<file path="config.mk">
export PLATFORM = sky130hd
export DESIGN_NAME = edge_record_table
export DESIGN_NICKNAME = d
export VERILOG_FILES = /design/src/ert_pkg.sv /design/src/ert_cell.sv /design/src/edge_record_table.sv
export SDC_FILE = /design/constraint.sdc
export NUM_CORES = 2
export LEC_CHECK = 0
export BUFFER_PORTS_ARGS = -buffer_cell sky130_fd_sc_hd__buf_2
export CAP_MARGIN = 10
export CORE_UTILIZATION = 50
export CTS_CLUSTER_SIZE = 12
export DETAILED_ROUTE_END_ITERATION = 8
export PLACE_DENSITY = 0.66
export SLEW_MARGIN = 25
export SYNTH_ARGS = -nofsm -noshare
export SYNTH_HDL_FRONTEND = slang
export SYNTH_SLANG_ARGS = --single-unit
</file>
<file path="constraint.sdc">
create_clock -name clk -period 12.3 [get_ports clk]
set_clock_uncertainty 0.15 [all_clocks]
set_input_delay 1.23 -clock clk [delete_from_list [all_inputs] [get_ports clk]]
set_output_delay 1.23 -clock clk [all_outputs]
set_load 0.01 [all_outputs]
</file>
<file path="src/ert_pkg.sv">
// ----------------------------------------------------------------------------
// ert_pkg
// Opcodes, status codes and the per-cell control word of the edge record table.
// ----------------------------------------------------------------------------
package ert_pkg;

  localparam int OP_W  = 3;
  localparam int ST_W  = 2;
  localparam int STN_W = 16;
  localparam int ID_W  = 16;
  localparam int CNT_W = 6;

  localparam logic [OP_W-1:0] OP_ADD          = 3'd0;
  localparam logic [OP_W-1:0] OP_REMOVE       = 3'd1;
  localparam logic [OP_W-1:0] OP_LOOKUP       = 3'd2;
  localparam logic [OP_W-1:0] OP_FIND_FROM    = 3'd3;
  localparam logic [OP_W-1:0] OP_FIND_TO      = 3'd4;
  localparam logic [OP_W-1:0] OP_FIND_BETWEEN = 3'd5;

  localparam logic [ST_W-1:0] ST_OK        = 2'd0;
  localparam logic [ST_W-1:0] ST_NOT_FOUND = 2'd1;
  localparam logic [ST_W-1:0] ST_FULL      = 2'd2;
  localparam logic [ST_W-1:0] ST_EXHAUSTED = 2'd3;

  // Per-cell control: rotate moves the whole chain one place toward cell 0,
  // compact pulls from the upper neighbor, load takes the new record.
  typedef struct packed {
    logic rotate;
    logic compact;
    logic load;
  } ert_cell_ctl_t;

endpackage

</file>
<file path="src/ert_cell.sv">
// ----------------------------------------------------------------------------
// ert_cell
// One table slot: holds id and endpoints, takes its upper neighbor's record
// on rotate or compact, or a new record on load.
// ----------------------------------------------------------------------------
module ert_cell #(
  parameter int KEY_BITS = 16
) (
  input  logic                       clk,
  input  ert_pkg::ert_cell_ctl_t     ctl,
  input  logic [KEY_BITS-1:0]        nbr_id,
  input  logic [ert_pkg::STN_W-1:0]  nbr_start,
  input  logic [ert_pkg::STN_W-1:0]  nbr_end,
  input  logic [KEY_BITS-1:0]        new_id,
  input  logic [ert_pkg::STN_W-1:0]  new_start,
  input  logic [ert_pkg::STN_W-1:0]  new_end,
  output logic [KEY_BITS-1:0]        id_r,
  output logic [ert_pkg::STN_W-1:0]  start_r,
  output logic [ert_pkg::STN_W-1:0]  end_r
);

  always_ff @(posedge clk) begin
    if (ctl.rotate || ctl.compact) begin
      id_r    <= nbr_id;
      start_r <= nbr_start;
      end_r   <= nbr_end;
    end else if (ctl.load) begin
      id_r    <= new_id;
      start_r <= new_start;
      end_r   <= new_end;
    end
  end

endmodule

</file>
<file path="src/edge_record_table.sv">
// ----------------------------------------------------------------------------
// edge_record_table
// Ordered table of edge records (id, start station, end station) kept in a
// chain of cells that rotates once per defined operation.
// ----------------------------------------------------------------------------
// Usage: one input word carries an opcode, two stations and an edge key.
// The block takes a word only while idle (in_stall low). Every defined
// operation rotates the cell chain TABLE_DEPTH times, presenting each entry
// in turn at cell 0 where it is compared, then builds the final word: add
// writes the new record into the slot at the fill count, remove pulls every
// later cell down one place at once. A new word is taken only after the
// final word of the previous operation is issued; undefined opcodes skip
// the rotation and go straight to the final word.
// Searches emit one word per match, in table order, then a count word with
// last set; every other operation emits one word with last set.
// The result sits in an output register; a stall on out_stall pauses the
// rotation only when a match word has nowhere to go, so a finished word may
// wait while the next input word is already accepted.
// Reset empties the table (fill count zero) and drops any pending result.
// ----------------------------------------------------------------------------
module edge_record_table #(
  parameter int TABLE_DEPTH = 32,
  parameter int KEY_BITS    = 16
) (
  input  logic                        clk,
  input  logic                        rst_n,
  input  logic                        in_valid,
  output logic                        in_stall,
  input  logic [ert_pkg::OP_W-1:0]    in_opcode,
  input  logic [ert_pkg::STN_W-1:0]   in_station_a,
  input  logic [ert_pkg::STN_W-1:0]   in_station_b,
  input  logic [ert_pkg::ID_W-1:0]    in_edge_key,
  output logic                        out_valid,
  input  logic                        out_stall,
  output logic [ert_pkg::ST_W-1:0]    out_status,
  output logic [ert_pkg::ID_W-1:0]    out_match_id,
  output logic [ert_pkg::STN_W-1:0]   out_from_station,
  output logic [ert_pkg::STN_W-1:0]   out_to_station,
  output logic [ert_pkg::CNT_W-1:0]   out_match_count,
  output logic                        out_last
);

  localparam int IW = (TABLE_DEPTH > 1) ? $clog2(TABLE_DEPTH) : 1;
  localparam int CW = $clog2(TABLE_DEPTH + 1);
  localparam int SW = 2;

  localparam logic [SW-1:0] S_IDLE   = 2'd0;
  localparam logic [SW-1:0] S_SCAN   = 2'd1;
  localparam logic [SW-1:0] S_FINISH = 2'd2;

  localparam logic [KEY_BITS-1:0] KEY_ONES = {KEY_BITS{1'b1}};

  logic [SW-1:0]               state_r, state_nxt;
  logic [CW-1:0]               count_r;
  logic [IW-1:0]               pos_r;
  logic [ert_pkg::OP_W-1:0]    op_r;
  logic [ert_pkg::STN_W-1:0]   sa_r, sb_r;
  logic [KEY_BITS-1:0]         key_r;
  logic                        found_r;
  logic [IW-1:0]               fpos_r;
  logic [ert_pkg::STN_W-1:0]   fstart_r, fend_r;
  logic [KEY_BITS-1:0]         max_r;
  logic [CW-1:0]               nmatch_r;

  logic                        out_valid_r;
  logic [ert_pkg::ST_W-1:0]    out_status_r;
  logic [ert_pkg::ID_W-1:0]    out_id_r;
  logic [ert_pkg::STN_W-1:0]   out_from_r, out_to_r;
  logic [ert_pkg::CNT_W-1:0]   out_count_r;
  logic                        out_last_r;

  logic [KEY_BITS-1:0]         c_id    [TABLE_DEPTH];
  logic [ert_pkg::STN_W-1:0]   c_start [TABLE_DEPTH];
  logic [ert_pkg::STN_W-1:0]   c_end   [TABLE_DEPTH];

  logic                        in_take, out_free;
  logic                        is_search, head_valid, hit, emit, step_en, fin_go;
  logic                        add_ok, rem_go;
  logic [KEY_BITS-1:0]         new_id;
  logic [KEY_BITS+ert_pkg::ID_W-1:0] key_ext;
  logic [ert_pkg::ID_W+KEY_BITS-1:0] head_id_ext, new_id_ext, key16_ext;
  logic [ert_pkg::CNT_W+CW-1:0]      nmatch_ext;

  ert_pkg::ert_cell_ctl_t      ctl [TABLE_DEPTH];

  assign in_stall  = (state_r != S_IDLE);
  assign in_take   = in_valid && !in_stall;
  assign out_free  = !out_valid_r || !out_stall;

  assign key_ext   = {{KEY_BITS{1'b0}}, in_edge_key};
  assign is_search = (op_r == ert_pkg::OP_FIND_FROM) || (op_r == ert_pkg::OP_FIND_TO) ||
                     (op_r == ert_pkg::OP_FIND_BETWEEN);
  assign head_valid = (CW'(pos_r) < count_r);

  always_comb begin
    case (op_r)
      ert_pkg::OP_FIND_FROM: hit = (c_start[0] == sa_r);
      ert_pkg::OP_FIND_TO:   hit = (c_end[0] == sa_r);
      default: hit = ((c_start[0] == sa_r) && (c_end[0] == sb_r)) ||
                     ((c_start[0] == sb_r) && (c_end[0] == sa_r));
    endcase
  end

  assign emit    = (state_r == S_SCAN) && is_search && head_valid && hit;
  assign step_en = (state_r == S_SCAN) && (!emit || out_free);
  assign fin_go  = (state_r == S_FINISH) && out_free;

  assign add_ok  = (op_r == ert_pkg::OP_ADD) && (count_r != CW'(TABLE_DEPTH)) &&
                   (max_r != KEY_ONES);
  assign rem_go  = fin_go && (op_r == ert_pkg::OP_REMOVE) && found_r;
  assign new_id  = max_r + 1'b1;

  assign head_id_ext = {{ert_pkg::ID_W{1'b0}}, c_id[0]};
  assign new_id_ext  = {{ert_pkg::ID_W{1'b0}}, new_id};
  assign key16_ext   = {{ert_pkg::ID_W{1'b0}}, key_r};
  assign nmatch_ext  = {{ert_pkg::CNT_W{1'b0}}, nmatch_r};

  // cell chain: cell i reads cell i+1, the top cell wraps to cell 0
  for (genvar i = 0; i < TABLE_DEPTH; i++) begin : g_cell
    localparam int NXT = (i + 1) % TABLE_DEPTH;

    always_comb begin
      ctl[i].rotate  = step_en;
      ctl[i].compact = rem_go && (CW'(i) >= CW'(fpos_r)) && (CW'(i + 1) < count_r);
      ctl[i].load    = fin_go && add_ok && (count_r == CW'(i));
    end

    ert_cell #(
      .KEY_BITS (KEY_BITS)
    ) u_cell (
      .clk       (clk),
      .ctl       (ctl[i]),
      .nbr_id    (c_id[NXT]),
      .nbr_start (c_start[NXT]),
      .nbr_end   (c_end[NXT]),
      .new_id    (new_id),
      .new_start (sa_r),
      .new_end   (sb_r),
      .id_r      (c_id[i]),
      .start_r   (c_start[i]),
      .end_r     (c_end[i])
    );
  end

  always_comb begin
    state_nxt = state_r;
    unique case (state_r)
      S_IDLE: begin
        if (in_take) begin
          if (in_opcode <= ert_pkg::OP_FIND_BETWEEN) state_nxt = S_SCAN;
          else                                       state_nxt = S_FINISH;
        end
      end
      S_SCAN: begin
        if (step_en && (pos_r == IW'(TABLE_DEPTH - 1))) state_nxt = S_FINISH;
      end
      S_FINISH: begin
        if (fin_go) state_nxt = S_IDLE;
      end
      default: state_nxt = S_IDLE;
    endcase
  end

  always_ff @(posedge clk) begin
    if (!rst_n) begin
      state_r     <= S_IDLE;
      count_r     <= '0;
      out_valid_r <= 1'b0;
    end else begin
      state_r <= state_nxt;
      if (fin_go && add_ok) count_r <= count_r + 1'b1;
      else if (rem_go)      count_r <= count_r - 1'b1;
      if (emit && step_en || fin_go) out_valid_r <= 1'b1;
      else if (!out_stall)           out_valid_r <= 1'b0;
    end
  end

  // operation context and scan accumulators
  always_ff @(posedge clk) begin
    if (in_take) begin
      op_r     <= in_opcode;
      sa_r     <= in_station_a;
      sb_r     <= in_station_b;
      key_r    <= key_ext[KEY_BITS-1:0];
      pos_r    <= '0;
      found_r  <= 1'b0;
      max_r    <= '0;
      nmatch_r <= '0;
    end else if (step_en) begin
      pos_r <= IW'(pos_r + 1'b1);
      if (head_valid) begin
        if (c_id[0] > max_r) max_r <= c_id[0];
        if (!found_r && (c_id[0] == key_r)) begin
          found_r  <= 1'b1;
          fpos_r   <= pos_r;
          fstart_r <= c_start[0];
          fend_r   <= c_end[0];
        end
      end
      if (emit) nmatch_r <= nmatch_r + 1'b1;
    end
  end

  // result word register
  always_ff @(posedge clk) begin
    if (emit && step_en) begin
      out_status_r <= ert_pkg::ST_OK;
      out_id_r     <= head_id_ext[ert_pkg::ID_W-1:0];
      out_from_r   <= '0;
      out_to_r     <= '0;
      out_count_r  <= '0;
      out_last_r   <= 1'b0;
    end else if (fin_go) begin
      out_from_r  <= '0;
      out_to_r    <= '0;
      out_count_r <= '0;
      out_last_r  <= 1'b1;
      out_id_r    <= '0;
      unique case (op_r) inside
        ert_pkg::OP_ADD: begin
          if (count_r == CW'(TABLE_DEPTH)) begin
            out_status_r <= ert_pkg::ST_FULL;
          end else if (max_r == KEY_ONES) begin
            out_status_r <= ert_pkg::ST_EXHAUSTED;
          end else begin
            out_status_r <= ert_pkg::ST_OK;
            out_id_r     <= new_id_ext[ert_pkg::ID_W-1:0];
          end
        end
        ert_pkg::OP_REMOVE, ert_pkg::OP_LOOKUP: begin
          out_status_r <= found_r ? ert_pkg::ST_OK : ert_pkg::ST_NOT_FOUND;
          out_id_r     <= key16_ext[ert_pkg::ID_W-1:0];
          if (found_r && (op_r == ert_pkg::OP_LOOKUP)) begin
            out_from_r <= fstart_r;
            out_to_r   <= fend_r;
          end
        end
        ert_pkg::OP_FIND_FROM, ert_pkg::OP_FIND_TO, ert_pkg::OP_FIND_BETWEEN: begin
          out_status_r <= ert_pkg::ST_OK;
          out_count_r  <= nmatch_ext[ert_pkg::CNT_W-1:0];
        end
        default: begin
          out_status_r <= ert_pkg::ST_NOT_FOUND;
        end
      endcase
    end
  end

  assign out_valid        = out_valid_r;
  assign out_status       = out_status_r;
  assign out_match_id     = out_id_r;
  assign out_from_station = out_from_r;
  assign out_to_station   = out_to_r;
  assign out_match_count  = out_count_r;
  assign out_last         = out_last_r;

endmodule
</file>
==> results.yml <==
clock_tree:
  cts_resized: 0
  root_buffer: "clkbuf_16"
  cts_buffers: 177
  cts-htree-levels: 4
  numClockSinks: 1718
  post_cts_buffers: 0
  worstSkewPairLatency_ns: 0.81
  cts_tree: "built"
  ctsHoldBuffers: 0
  cts_buffer_depth: 3
  clk_pin_slew_ns: 0.06
critical_path:
  worst_setup_path_end_kind: "flop"
  worstPathCellList: "inv_1, ha_1, a21oi_1, o211ai_1, or2_2, a2111oi_4, buf_4, buf_4, a21oi_4, buf_4, or2_2, buf_4"
  cp_max_fo: 49
  r2r_cells: 12
  cp_slowest_stage_delay_ns: 0.71
  arrival_ns: 5.72
  cp_slowest_cell: "dfxtp_1"
  critPathRequiredTime_ns: 12.57
  r2r_setup_slack_ns: 6.85
  crit_top_cell: "buf_4"
  r2r-end: "g_cell[23].u_cell.start_r[3]$_DFFE_PP_"
  reg2reg_from: "count_r[1]$_SDFFE_PN0P_"
  worstSetupStartpointType: "flop"
  crit_type: "reg2reg"
logic_synthesis:
  synth_nets: 4410
  yosysTopAreaCell: "edfxtp_1"
  synth_top_flop_cell: "edfxtp_1"
  synth_area_leaders: "edfxtp_1, mux2_2, mux2_1"
  synth_edf_count: 1640
  synth_warnings: 0
  syn_inst: 4327
  netlist_area_um2: 74200
  synth_cell_types: 67
  synth_top_area_share_pct: 66.3
  synth-seq-area-share_pct: 68.4
  syn_avg_cell_area_um2: 17.2
  ys_ff_latch: 1718
  async_flop_share_pct: 0
cells_and_area:
  drive_gt1_share_pct: 39.7
  fin_nets: 4439
  final_common_cell: "edfxtp_1"
  syn2layout_area_growth_pct: 11.3
  layout_common_cells: "edfxtp_1, mux2_2, mux2_1"
  fill_cells: 11222
  ff_latch_area_um2: 50800
  multi_input_area_um2: 22300
timing:
  slew_violations: 0
  worst_hold_slack_ns: 0.305
  slew_headroom_pct: 27.4
  fin_crit_ns: 5.45
  fin_crit_sh_pct: 44.3
  finalHoldViolations: 0
  setup_viol: 0
  grt_setup_unrepaired: "false"
  tns_ns: 0
  worst_pin_slew_ns: 1.08
  max_freq_mhz: 184
global_routing:
  grt_max_degree: 50
  grt-ovfl-total: 0
  track_usage_pct: 24.2
  antenna_found_initial: 15
  first_global_vias: 37927
  grt_pass1_wl_um: 268000
route:
  wire_per_inst_um: 28.0
  totalWireLength_um: 180000
  first_pass_iters: 6
  ant_nets: 0
  drt-initial-drc-count: 3928
  viasPerCell: 5.96
  drc: 0
  num_vias: 38289
place:
  hpwl_um: 104000
  globalplace.congestion: 0.875
  io_buffers: 113
worst_hold_path:
  hp-start: "fstart_r[5]$_DFFE_PP_"
  worstHoldEndpoint: "out_from_station[5]$_SDFFE_PP0P_"
  holdPathStages: 1
  hold_class: "reg2reg"
die:
  initial_core_util_pct: 50.3
  die-area_um2: 150000
  die_w_um: 387
  ioPinCount: 114
  fp-row-count: 141
  core-area_um2: 147000
  die_y_um: 387
pwr:
  ir_drop_uv: 161
  leakagePower_nw: 28.7
  power.density_nw_per_um2: 163
run:
  drv_cap: 0
outcome:
  status: "finished, final reports clean"
-- flip-flops by register name, summed over array words and instances (netlist names), 2 cells and up --
signal	count
out_status	2
key_r	16
g_cell.u_cell.id_r	512
fpos_r	5
fstart_r	16
state_r	2
out_match_count	6
out_from_station	16
out_match_id	16
sa_r	16
sb_r	16
max_r	16
op_r	3
pos_r	5
nmatch_r	6
out_to_station	16
count_r	6
g_cell.u_cell.start_r	512
g_cell.u_cell.end_r	512
fend_r	16
-- synth_stat cells (22+ instances only) --
| cell | n |
|---|---|
| edfxtp_1 | 1640 |
| mux2_2 | 1240 |
| mux2_1 | 264 |
| clkbuf_1 | 205 |
| buf_2 | 95 |
| dfxtp_1 | 78 |
| xor2_1 | 78 |
| inv_1 | 62 |
| a21oi_1 | 52 |
| nand2_1 | 51 |
| o21ai_0 | 49 |
| nor2_1 | 47 |
| nand3_1 | 43 |
| buf_4 | 42 |
| a22o_1 | 37 |
| buf_1 | 37 |
| mux2i_1 | 34 |
| ha_1 | 28 |
| nor4_1 | 22 |
-- report_power, final --
part           internal [W]  switching [W]
combinational      0.000549       0.000757
clock               0.00288        0.00221
sequential          0.00696       0.000151
total                0.0104        0.00312
-- worst max-delay path, delay by kind of cell (launching register included) --
family	cells	cell delay, ns
AND/OR/NAND/NOR	2	0.55
AO/OA/AOI/OAI	4	0.97
buffers and inverters	5	2.19
flip-flops	1	0.71
adder cells (fa/ha/maj)	1	0.38
-- cell type report --
type / count / area share, %
repair buffers: 234 / 1.78
clock buffers: 264 / 6.02
multi-input cells: 2163 / 26.9
clock inverters: 54 / 0.530
inverters: 62 / 0.283
flip-flops and latches: 1718 / 61.5
well taps: 1930 / 2.92
diodes: 4 / 0.0121
-- worst max-delay path by stage --
stage / startpoint / slack, ns / cells past startpoint / endpoint
after floorplan: out_stall / 4.25 / 7 / g_cell[25].u_cell.end_r[0]$_DFFE_PP_
after CTS: count_r[1]$_SDFFE_PN0P_ / 6.97 / 12 / g_cell[23].u_cell.start_r[3]$_DFFE_PP_
after global placement: count_r[1]$_SDFFE_PN0P_ / 7.04 / 12 / g_cell[23].u_cell.end_r[0]$_DFFE_PP_
after global routing: count_r[2]$_SDFFE_PN0P_ / 6.66 / 13 / g_cell[23].u_cell.start_r[4]$_DFFE_PP_
after detailed placement: out_stall / 6.98 / 8 / g_cell[12].u_cell.end_r[11]$_DFFE_PP_
final: count_r[1]$_SDFFE_PN0P_ / 6.85 / 12 / g_cell[23].u_cell.start_r[3]$_DFFE_PP_
-- through the flow --
| step | instance area [um2] | setup WS, ns | instances | utilization [%] | total power [W] |
|---|---|---|---|---|---|
| finish | 82600 | 6.85 | 6429 | 56.0 | 0.0135 |
| detailed placement | 77200 | 6.98 | 6107 | 52.3 | 0.00852 |
| floorplan | 74200 | 4.25 | 4327 | - | 0.00811 |
| global placement | 77100 | 7.04 | 6107 | 52.3 | 0.00852 |
| global route | 82600 | 6.66 | 6425 | 56.0 | 0.0139 |
| CTS | 82600 | 6.97 | 6425 | 56.0 | 0.0136 |
-- routing by layer --
layer | share of wire (%) | GRT usage, % | up-vias
met2 | 42 | 33.4 | 1402
met5 | 0.030 | 0 | -
li1 | - | - | 16749
met4 | 2.1 | 6.10 | 6
met1 | 48 | 38.4 | 19886
met3 | 7.9 | 5.09 | 246
-- cells by family after synthesis --
group | Yosys count | synth area share [%]
adder cells (fa/ha/maj) | 28 | 0.472
AO/OA/AOI/OAI | 248 | 2.29
buffers and inverters | 446 | 2.68
AND/OR/NAND/NOR | 253 | 1.73
flip-flops | 1718 | 68.4
XOR/XNOR | 96 | 1.13
multiplexers | 1538 | 23.3
No activity file was read; power rests on OpenSTA's default activity.
